### src/dta_pkg.sv
// Shared types and codes for the descriptor table allocator.
package dta_pkg;

  localparam logic [2:0] CMD_ALLOC = 3'd0;
  localparam logic [2:0] CMD_FREE  = 3'd1;
  localparam logic [2:0] CMD_DUP   = 3'd2;
  localparam logic [2:0] CMD_GET   = 3'd3;
  localparam logic [2:0] CMD_FGET  = 3'd4;
  localparam logic [2:0] CMD_FSET  = 3'd5;
  localparam logic [2:0] CMD_EXEC  = 3'd6;
  localparam logic [2:0] CMD_EXIT  = 3'd7;

  localparam logic [1:0] ST_OK    = 2'd0;
  localparam logic [1:0] ST_BADF  = 2'd1;
  localparam logic [1:0] ST_INVAL = 2'd2;
  localparam logic [1:0] ST_FULL  = 2'd3;

  localparam int SLOT_W   = 7;
  localparam int HANDLE_W = 32;

  typedef struct packed {
    logic [2:0]          cmd;
    logic [SLOT_W-1:0]   slot;
    logic [HANDLE_W-1:0] handle;
    logic                cloexec;
    logic                is_dir;
  } req_t;

  typedef struct packed {
    logic [1:0]          status;
    logic [SLOT_W-1:0]   slot_out;
    logic [HANDLE_W-1:0] handle_out;
    logic                handle_present;
    logic                flag_out;
    logic                last;
  } rsp_t;

  typedef struct packed {
    logic valid;
    logic cloexec;
    logic is_dir;
  } mark_t;

endpackage

### src/dta_chan_if.sv
// Valid/ready channel carrying one payload per transaction.
interface dta_chan_if #(parameter type payload_t = logic) ();
  logic     valid;
  logic     ready;
  payload_t payload;

  modport source (output valid, output payload, input ready);
  modport sink (input valid, input payload, output ready);
endinterface

### src/descriptor_table_allocator_top.sv
// Descriptor table allocator: ring of entry cells with a command sequencer.
//
// The table is a ring of SLOTS cells that rotates one entry per cycle past a
// head position, where the sequencer reads and rewrites the entry; it rotates
// only while a command runs and holds while a sweep stalls. A single-entry
// command rotates until its slot reaches the head; the result goes through the
// pending register into the output register. Alloc runs from the minimum slot
// upwards until a free entry is found or the last slot reports full. The exec
// and exit sweeps ignore the slot field, align to slot 0 and make one full
// turn, stalling while the result side holds a closed-entry result. A slot out
// of range skips the ring and goes straight to the flush with an error status.
// A new command is taken only once the previous one has delivered its final
// result into the output register, at the earliest in the cycle after.
module descriptor_table_allocator_top #(
  parameter int SLOTS       = 64,
  parameter int HANDLE_BITS = 32
) (
  input  logic        clk,
  input  logic        rst,
  dta_chan_if.sink    req,
  dta_chan_if.source  rsp
);

  localparam int PW = $clog2(SLOTS);
  localparam int CW = (PW > dta_pkg::SLOT_W ? PW : dta_pkg::SLOT_W) + 1;
  localparam logic [PW-1:0] POS_LAST = PW'(SLOTS - 1);

  localparam logic [1:0] S_IDLE  = 2'd0;
  localparam logic [1:0] S_RUN   = 2'd1;
  localparam logic [1:0] S_FLUSH = 2'd2;

  dta_pkg::mark_t         mark_q [SLOTS];
  logic [HANDLE_BITS-1:0] hnd_q  [SLOTS];
  dta_pkg::mark_t         tail_m;
  logic [HANDLE_BITS-1:0] tail_h;

  logic [1:0]             state, state_next;
  logic [PW-1:0]          pos;
  logic                   armed, armed_next;
  logic [2:0]             cmd_r;
  logic [PW-1:0]          start;
  logic                   ce_r, dir_r;
  logic [HANDLE_BITS-1:0] hin_r;
  dta_pkg::rsp_t          pend, pend_next;
  logic                   pend_v, pend_v_next;
  logic                   ov;
  dta_pkg::rsp_t          o;

  logic                   acc, push, push_ok, hit, is_sweep, close, stall, rot, in_range;
  dta_pkg::rsp_t          push_data;
  dta_pkg::mark_t         head_m;
  logic [HANDLE_BITS-1:0] head_h;

  genvar k;
  generate
    for (k = 0; k < SLOTS; k++) begin : g_ring
      if (k == SLOTS - 1) begin : g_tail
        dta_cell #(.HANDLE_BITS(HANDLE_BITS)) u_cell (
          .clk(clk), .rst(rst), .shift(rot),
          .mark_in(tail_m), .handle_in(tail_h),
          .mark(mark_q[k]), .handle(hnd_q[k])
        );
      end else begin : g_mid
        dta_cell #(.HANDLE_BITS(HANDLE_BITS)) u_cell (
          .clk(clk), .rst(rst), .shift(rot),
          .mark_in(mark_q[k+1]), .handle_in(hnd_q[k+1]),
          .mark(mark_q[k]), .handle(hnd_q[k])
        );
      end
    end
  endgenerate

  assign head_m    = mark_q[0];
  assign head_h    = hnd_q[0];
  assign req.ready = (state == S_IDLE);
  assign acc       = req.valid && req.ready;
  assign push_ok   = !ov || rsp.ready;
  assign in_range  = CW'(req.payload.slot) < CW'(SLOTS);
  assign hit       = armed || (pos == start);
  assign is_sweep  = (cmd_r == dta_pkg::CMD_EXEC) || (cmd_r == dta_pkg::CMD_EXIT);
  assign close     = head_m.valid &&
                     ((cmd_r == dta_pkg::CMD_EXIT) || head_m.cloexec || head_m.is_dir);
  assign stall     = hit && is_sweep && close && pend_v && !push_ok;
  assign rot       = (state == S_RUN) && !stall;
  assign rsp.valid   = ov;
  assign rsp.payload = o;

  always_comb begin
    state_next  = state;
    armed_next  = armed;
    pend_next   = pend;
    pend_v_next = pend_v;
    tail_m      = head_m;
    tail_h      = head_h;
    push        = 1'b0;
    push_data   = pend;
    unique case (state)
      S_IDLE: begin
        if (req.valid) begin
          armed_next = 1'b0;
          pend_next  = '0;
          // sweeps take no slot, so any slot value runs them
          if (in_range || (req.payload.cmd == dta_pkg::CMD_EXEC) ||
              (req.payload.cmd == dta_pkg::CMD_EXIT)) begin
            pend_v_next = 1'b0;
            state_next  = S_RUN;
          end else begin
            pend_next.status = (req.payload.cmd == dta_pkg::CMD_ALLOC) ?
                               dta_pkg::ST_INVAL : dta_pkg::ST_BADF;
            pend_v_next = 1'b1;
            state_next  = S_FLUSH;
          end
        end
      end
      S_RUN: begin
        if (hit && !stall) begin
          armed_next = 1'b1;
          pend_next  = '0;
          if (!is_sweep) begin
            pend_v_next = 1'b1;
            state_next  = S_FLUSH;
          end
          unique case (cmd_r)
            dta_pkg::CMD_ALLOC: begin
              if (!head_m.valid) begin
                tail_m             = '{valid: 1'b1, cloexec: ce_r, is_dir: dir_r};
                tail_h             = hin_r;
                pend_next.slot_out = dta_pkg::SLOT_W'(pos);
              end else if (pos == POS_LAST) begin
                pend_next.status = dta_pkg::ST_FULL;
              end else begin
                pend_v_next = pend_v;
                pend_next   = pend;
                state_next  = S_RUN;
              end
            end
            dta_pkg::CMD_FREE, dta_pkg::CMD_GET: begin
              if (head_m.valid) begin
                pend_next.slot_out       = dta_pkg::SLOT_W'(pos);
                pend_next.handle_out     = dta_pkg::HANDLE_W'(head_h);
                pend_next.handle_present = 1'b1;
                if (cmd_r == dta_pkg::CMD_FREE) begin
                  tail_m = '0;
                end
              end else begin
                pend_next.status = dta_pkg::ST_BADF;
              end
            end
            dta_pkg::CMD_DUP: begin
              pend_next.slot_out = dta_pkg::SLOT_W'(pos);
              if (head_m.valid) begin
                pend_next.handle_out     = dta_pkg::HANDLE_W'(head_h);
                pend_next.handle_present = 1'b1;
              end
              tail_m = '{valid: 1'b1, cloexec: 1'b0, is_dir: dir_r};
              tail_h = hin_r;
            end
            dta_pkg::CMD_FGET, dta_pkg::CMD_FSET: begin
              if (head_m.valid) begin
                pend_next.slot_out = dta_pkg::SLOT_W'(pos);
                if (cmd_r == dta_pkg::CMD_FGET) begin
                  pend_next.flag_out = head_m.cloexec;
                end else begin
                  tail_m.cloexec = ce_r;
                end
              end else begin
                pend_next.status = dta_pkg::ST_BADF;
              end
            end
            dta_pkg::CMD_EXEC, dta_pkg::CMD_EXIT: begin
              if (close) begin
                tail_m = '0;
                if (pend_v) begin
                  push           = 1'b1;
                  push_data      = pend;
                  push_data.last = 1'b0;
                end
                pend_next.slot_out       = dta_pkg::SLOT_W'(pos);
                pend_next.handle_out     = dta_pkg::HANDLE_W'(head_h);
                pend_next.handle_present = 1'b1;
                pend_v_next              = 1'b1;
              end else begin
                pend_next = pend;
              end
              if (pos == POS_LAST) begin
                state_next = S_FLUSH;
              end
            end
          endcase
        end
      end
      S_FLUSH: begin
        if (push_ok) begin
          push           = 1'b1;
          push_data      = pend_v ? pend : '0;
          push_data.last = 1'b1;
          pend_v_next    = 1'b0;
          state_next     = S_IDLE;
        end
      end
      default: begin
        state_next = S_IDLE;
      end
    endcase
  end

  always_ff @(posedge clk) begin
    if (rst) begin
      state  <= S_IDLE;
      armed  <= 1'b0;
      pend_v <= 1'b0;
      ov     <= 1'b0;
      pos    <= '0;
    end else begin
      state  <= state_next;
      armed  <= armed_next;
      pend_v <= pend_v_next;
      if (push) begin
        ov <= 1'b1;
      end else if (rsp.ready) begin
        ov <= 1'b0;
      end
      if (rot) begin
        pos <= (pos == POS_LAST) ? '0 : PW'(pos + 1'b1);
      end
    end
  end

  always_ff @(posedge clk) begin
    pend <= pend_next;
    if (acc) begin
      cmd_r <= req.payload.cmd;
      start <= (req.payload.cmd == dta_pkg::CMD_EXEC || req.payload.cmd == dta_pkg::CMD_EXIT) ?
               '0 : PW'(req.payload.slot);
      ce_r  <= req.payload.cloexec;
      dir_r <= req.payload.is_dir;
      hin_r <= HANDLE_BITS'(req.payload.handle);
    end
    if (push) begin
      o <= push_data;
    end
  end

  a_push_room: assert property (@(posedge clk) disable iff (rst)
    push |-> (!ov || rsp.ready))
    else $error("result pushed over a waiting transaction");

  a_accept_busy: assert property (@(posedge clk) disable iff (rst)
    acc |=> (state != S_IDLE))
    else $error("sequencer idle after accepting a command");

  a_rot_run: assert property (@(posedge clk) disable iff (rst)
    rot |-> (state == S_RUN))
    else $error("ring rotated outside a run");

  a_idle_clear: assert property (@(posedge clk) disable iff (rst)
    (state == S_IDLE) |-> !pend_v)
    else $error("pending result left over in idle");

  a_sweep_end: assert property (@(posedge clk) disable iff (rst)
    (rot && hit && is_sweep && pos == POS_LAST) |=> (state == S_FLUSH))
    else $error("sweep did not finish after a full turn");

endmodule

### src/dta_cell.sv
// One table entry; a stage of the rotating ring of entries.
module dta_cell #(
  parameter int HANDLE_BITS = 32
) (
  input  logic                   clk,
  input  logic                   rst,
  input  logic                   shift,
  input  dta_pkg::mark_t         mark_in,
  input  logic [HANDLE_BITS-1:0] handle_in,
  output dta_pkg::mark_t         mark,
  output logic [HANDLE_BITS-1:0] handle
);

  always_ff @(posedge clk) begin
    if (rst) begin
      mark <= '0;
    end else if (shift) begin
      mark <= mark_in;
    end
  end

  always_ff @(posedge clk) begin
    if (shift) begin
      handle <= handle_in;
    end
  end

endmodule

### src/flat_wrapper.sv
// flat-port wrapper written by rule: the top's interface ports become plain ports
module descriptor_table_allocator_top_flat 
#(
  parameter int SLOTS       = 64,
  parameter int HANDLE_BITS = 32
)
  (clk, rst, req_valid, req_payload, req_ready, rsp_valid, rsp_payload, rsp_ready);
  dta_chan_if #(.payload_t(dta_pkg::req_t)) req_i ();
  dta_chan_if #(.payload_t(dta_pkg::rsp_t)) rsp_i ();
  input  logic clk;
  input  logic rst;
  input wire logic [$bits(req_i.valid)-1:0] req_valid;
  input wire logic [$bits(req_i.payload)-1:0] req_payload;
  output wire logic [$bits(req_i.ready)-1:0] req_ready;
  output wire logic [$bits(rsp_i.valid)-1:0] rsp_valid;
  output wire logic [$bits(rsp_i.payload)-1:0] rsp_payload;
  input wire logic [$bits(rsp_i.ready)-1:0] rsp_ready;
  assign req_i.valid = req_valid;
  assign req_i.payload = req_payload;
  assign req_ready = req_i.ready;
  assign rsp_valid = rsp_i.valid;
  assign rsp_payload = rsp_i.payload;
  assign rsp_i.ready = rsp_ready;
  descriptor_table_allocator_top #(.SLOTS(SLOTS), .HANDLE_BITS(HANDLE_BITS)) u_core (.clk(clk), .rst(rst), .req(req_i), .rsp(rsp_i));
endmodule
### config.mk
export PLATFORM = sky130hd
export DESIGN_NAME = descriptor_table_allocator_top_flat
export DESIGN_NICKNAME = d
export VERILOG_FILES = /design/src/dta_pkg.sv /design/src/dta_chan_if.sv /design/src/descriptor_table_allocator_top.sv /design/src/dta_cell.sv /design/src/flat_wrapper.sv
export SDC_FILE = /design/constraint.sdc
export NUM_CORES = 2
export LEC_CHECK = 0
export ABC_AREA = 0
export BUFFER_PORTS_ARGS = -buffer_cell sky130_fd_sc_hd__buf_2
export CAP_MARGIN = 5
export CORE_UTILIZATION = 61
export CTS_CLUSTER_SIZE = 25
export DETAILED_ROUTE_END_ITERATION = 7
export GPL_ROUTABILITY_DRIVEN = 0
export PLACE_DENSITY = 0.75
export SYNTH_ARGS = -nofsm -noshare
export SYNTH_HDL_FRONTEND = slang
export SYNTH_SLANG_ARGS = --single-unit
### constraint.sdc
create_clock -name clk -period 36.8 [get_ports clk]
set_input_delay 1.84 -clock clk [delete_from_list [all_inputs] [get_ports clk]]
set_output_delay 1.84 -clock clk [all_outputs]
set_load 0.01 [all_outputs]
# Word level (Yosys, flattened, before mapping)
# Cells that the tools add are included.
# Widths: inputs -> output; s select.
[word_totals]
in_bits = 48
reg_bits = 2382
out_inout_bits = 46
wordCells = 408
[classes]
add_sub_neg = 1
eq_ne = 18
n_reduce_logical = 33
magnitude_cmp = 1
muxes = 77
[op_table]
columns = ["op", "count"]
rows = [
  ["$mux 44", 4],
  ["$pmux 44 s2", 2],
  ["$pmux 33 s4", 1],
  ["$mux 32", 3],
  ["$pmux 32 s2", 1],
  ["$mux 42", 1],
  ["$mux 40", 1],
  ["$mux 39", 1],
  ["$mux 35", 1],
  ["$pmux 7 s5", 1],
  ["$mux 33", 1],
  ["$mux 2", 14],
  ["$mux 1", 26],
  ["$eq 3x3->1 const B", 6],
  ["$mux 3", 5],
  ["$mux 6", 2],
  ["$pmux 2 s3", 2],
  ["$reduce_and 5->1", 2],
  ["$logic_and 1x1->1", 8],
  ["$logic_or 1x1->1", 8],
  ["$pmux 1 s2", 4],
  ["$pmux 1 s4", 2],
  ["$lt 7x7->1 const B", 1],
  ["$mux 7", 1],
  ["22 further kinds", 32],
]

# Depth between registers and ports, before layout
[logic_depth]
ltp_word = 12
ltp_mapped = 8
mapped_depth_nobuf = 7

# By module
# Synthesis repeated with hierarchy kept, for this count alone.
[hier_totals]
hier_cells = 3036
hier_area_um2 = 74004.7
[by_module_without_submodules]
columns = ["module", "area_per_inst_um2", "cells_each", "n_inst", "seq_area_each_um2"]
rows = [
  ["dta_cell", 1062.3, 41, 64, 1021.0],
  ["descriptor_table_allocator_top", 6019.5, 412, 1, 4063.9],
]

# Least setup slack after synthesis
# Ideal clock, no wire load.
[synth_timing]
path_kind = "input to register"
from = "in rsp_ready"
to = "reg u_core.g_ring[25].g_mid.u_cell.mark[2] in the netlist's numbering"
setup_time_ps = 1026
path_buffers = 2
path_stages = 7
arrival_ps = 26538
setup_slack_ps = 9236
t_required_ps = 35774
path_cell_list = "nand2b_1 or3_1 clkbuf_1 o21ai_4 inv_2 buf_2 mux2i_1"
[synth_between]
elab_chain_len = 5
[synth_rtl]
columns = ["element", "line", "text"]
rows = [
  ["start, declared", "flat_wrapper.sv:17", "input wire logic [$bits(rsp_i.ready)-1:0] rsp_ready;"],
  ["$logic_or 1x1->1", "descriptor_table_allocator_top.sv:77", "assign push_ok = !ov || rsp.ready;"],
  ["$logic_not 1->1", "descriptor_table_allocator_top.sv:83", "assign stall = hit && is_sweep && close && pend_v && !push_ok;"],
  ["$logic_and 1x1->1", "descriptor_table_allocator_top.sv:83", ""],
  ["$logic_not 1->1", "descriptor_table_allocator_top.sv:84", "assign rot = (state == S_RUN) && !stall;"],
  ["$logic_and 1x1->1", "descriptor_table_allocator_top.sv:84", ""],
  ["via u_core.g_ring[0].g_mid.u_cell.shift", "dta_cell.sv:7", "input logic shift,"],
  ["end signal, assigned", "dta_cell.sv:18", "mark <= mark_in;"],
  ["end, declared", "dta_cell.sv:10", "output dta_pkg::mark_t mark,"],
]
# The timed path passes the listed nets, and every way through them passes these cells.
# A chain may end at the register's enable or synchronous reset.

# Worst setup path after layout
[layout_timing]
from = "in rsp_ready"
to = "reg u_core.g_ring[56].g_mid.u_cell.handle[6], enable pin"
[layout_between]
elab_chain_len = 5
[layout_rtl]
columns = ["element", "line", "text"]
rows = [
  ["$logic_or 1x1->1", "descriptor_table_allocator_top.sv:77", ""],
  ["$logic_not 1->1", "descriptor_table_allocator_top.sv:83", ""],
  ["$logic_and 1x1->1", "descriptor_table_allocator_top.sv:83", ""],
  ["$logic_not 1->1", "descriptor_table_allocator_top.sv:84", ""],
  ["$logic_and 1x1->1", "descriptor_table_allocator_top.sv:84", ""],
  ["end signal, assigned", "dta_cell.sv:24", "handle <= handle_in;"],
  ["end, declared", "dta_cell.sv:11", "output logic [HANDLE_BITS-1:0] handle"],
]
# No other way between the ends.

==> flow_summary.ini <==
[yosys]
synthCells = 3095
synth.distinct_cells = 54
avgSynthCellArea_um2 = 24.0
synth-async-reset-ratio_pct = 0
synth-edff-count = 2176
synth_top_area_share_pct = 88.0
synth.area.top_cells = edfxtp_1 (88%), dfxtp_1 (5.5%), mux2i_1 (2.6%), nand2_1 (1.0%), and2_1 (0.73%)
yosys.area.top_type = edfxtp_1
synth_seq_cells = 2379
yosys-top-cells-count = edfxtp_1 (2176), nand2_1 (207), dfxtp_1 (203), mux2i_1 (192), and2_1 (87)
synth_most_common_cell = edfxtp_1
synth_ff_type = edfxtp_1
yosysSeqAreaShare_pct = 93.4
synth_area_um2 = 74300
yosys_warnings = 0
syn-num-nets = 3148

[clocking]
cts_buffer_depth = 3
root_buffer = clkbuf_16
cts_hold_buf = 0
clock_sinks = 2379
cts_tree = done
insertion_delay_ns = 0.82
path_clk_slew_ns = 0.07
htree_levels = 4
cts_buffers = 209
ctsResizeCount = 0
cts_setup_buffers = 0

[sta]
finClkSkew_ns = 0.0404
worstMarginPinSlew_ns = 1.35
slew_headroom_pct = 9.80
period_minus_slack_ns = 8.38
fin_ws_ns = 28.42
hold_viol = 0
fmax_mhz = 119
fin_setup_tns_ns = 0
whs_ns = 0.395
setup_viol = 0
rsz0062_at_grt = false
slew_violations = 0
fin_crit_sh_pct = 22.8

[final_layout]
syn2layout_area_growth_pct = 12.4
stdcell_count = 5146
drive_gt1_share_pct = 13.2
nNetsFinal = 3410
fillers = 6836
fin_area_um2 = 83500
fin_util_pct = 69.4

[drt]
antenna_left = 0
num_vias = 27900
drt_iter0_drc = 2664
routed_wl_um = 110000
drc = 0
wl_per_cell_um = 21.5
viasPerCell = 5.42
drt-pass1-iter-count = 7

[critical_path]
worst-setup-path-type = input pin to flip-flop
reg2reg_slack_ns = 28.77
crit_path_cell_trace = buf_2 > nand2b_1 > or3_1 > o21ai_4 > buf_12 > inv_8 > buf_4 > buf_4 > buf_12 > buf_12 > buf_4
r2r_end = u_core.g_ring[56].g_mid.u_cell.handle[6]
slowest_stage = inv_8
cp-end-kind = flip-flop
slowest_delay_ns = 0.99
critPathArrivalTime_ns = 8.80
reg2reg_from = u_core.cmd_r[0]
worstPathRequired_ns = 37.22
cp_max_fo = 205
rr_worst_depth = 10
crit_path_start_kind = input pin

[grt]
grt_pass1_vias = 28100
grt_max_degree = 226
grt_use_total_pct = 18.3
overflow = 0
grt_pass1_wl_um = 169000
antenna_found_initial = 9

[hold_path]
holdPathEnd = u_core.g_ring[53].g_mid.u_cell.handle[30]
hold_start = u_core.g_ring[54].g_mid.u_cell.handle[30]
hold_class = flip-flop to flip-flop
hold_depth = 0

[floorplanning]
dieArea_um2 = 123000
rows = 127
fp.dieW_um = 351
initial_core_util_pct = 61.8
die_h_um = 351
pin_count = 94
core_area_um2 = 120000

[flow_run]
maxCapViolations = 0

[power_and_ir_drop]
p_per_area_nw_per_um2 = 74.5
p_leak_nw = 25.6
finalPower_mw = 6.22
ir_drop_v = 0.0000602

[outcome]
status = finished clean

[placed_design]
postPlaceCellArea_um2 = 76700
placed_cells = 4758
pre_cts_ws_ns = 27.93
portBuffers = 92
dpl.hpwl_um = 46200
-- critical path, delay by kind of cell --
family | cells | cell delay (ns)
AND/OR/NAND/NOR | 2 | 0.55
buffers and inverters | 8 | 5.54
AO/OA/AOI/OAI | 1 | 0.10
-- worst max path at each step --
| stage | from | endpoint | slack [ns] | cells after the start |
|---|---|---|---|---|
| global placement | rsp_ready | u_core.g_ring[10].g_mid.u_cell.handle[6] | 28.43 | 11 |
| CTS | rsp_ready | u_core.g_ring[5].g_mid.u_cell.handle[6] | 28.78 | 11 |
| finish | rsp_ready | u_core.g_ring[56].g_mid.u_cell.handle[6] | 28.42 | 11 |
| floorplan | rsp_ready | u_core.g_ring[25].g_mid.u_cell.mark[2] | 9.24 | 7 |
| detailed placement | rsp_ready | u_core.g_ring[5].g_mid.u_cell.handle[6] | 27.93 | 11 |
| global route | rsp_ready | u_core.g_ring[62].g_mid.u_cell.handle[6] | 28.29 | 11 |
-- power by group --
part / leakage (nW) / total, mW / internal (mW) / switching [mW]
logic: 2.77 / 0.412 / 0.0701 / 0.342
registers: 19.5 / 3.63 / 3.52 / 0.113
clock network: 3.33 / 2.18 / 1.23 / 0.954
-- flip-flops by register name (all words and copies together) (netlist names) --
name / flops
u_core.pos: 6
u_core.g_ring.g_tail.u_cell.handle: 32
u_core.rsp.payload: 43
u_core.start: 6
u_core.hin_r: 32
u_core.pend: 42
u_core.armed: 1
u_core.rsp.valid: 1
u_core.cmd_r: 3
u_core.pend_v: 1
u_core.g_ring.g_tail.u_cell.mark: 3
u_core.dir_r: 1
u_core.g_ring.g_mid.u_cell.handle: 2016
u_core.ce_r: 1
u_core.state: 2
u_core.g_ring.g_mid.u_cell.mark: 189
-- cell usage in the layout (no fill, tap or decap), types with 35 or more instances in the layout --
master / n
edfxtp_1: 2176
clkbuf_16: 215
nand2_1: 207
dfxtp_1: 203
mux2i_1: 192
buf_2: 92
and2_1: 87
clkbuf_1: 47
clkinv_2: 40
clkinv_1: 39
mux2_2: 35
-- per-layer routing --
layer / track usage, % / up-vias / share of wire [%]
met5: 0 / - / 0
met1: 26.6 / 14300 / 45
met4: 6.06 / 0 / 2.2
met2: 28.8 / 801 / 48
met3: 3.23 / 198 / 5.2
li1: - / 12600 / -
-- logic make-up after synthesis --
family / count (synthesis) / synth area share, %
AO/OA/AOI/OAI: 59 / 0.583
XOR/XNOR: 6 / 0.0707
adder cells (fa/ha/maj): 5 / 0.0842
buffers and inverters: 80 / 0.556
flip-flops: 2379 / 93.4
multiplexers: 227 / 3.12
other: 1 / 0.00505
AND/OR/NAND/NOR: 338 / 2.15
-- cell type report --
type / instances / area, um^2 / share of cell area, %
Antenna cell: 1 / 2.50 / 0.00300
Clock buffer: 269 / 5650 / 6.77
Clock inverter: 118 / 1170 / 1.40
Inverter: 14 / 62.6 / 0.0749
Multi-Input combinational cell: 636 / 4500 / 5.39
Sequential cell: 2379 / 69400 / 83.1
Tap cell: 1612 / 2020 / 2.42
Timing Repair Buffer: 117 / 698 / 0.836
No activity file was read; power rests on OpenSTA's default activity.
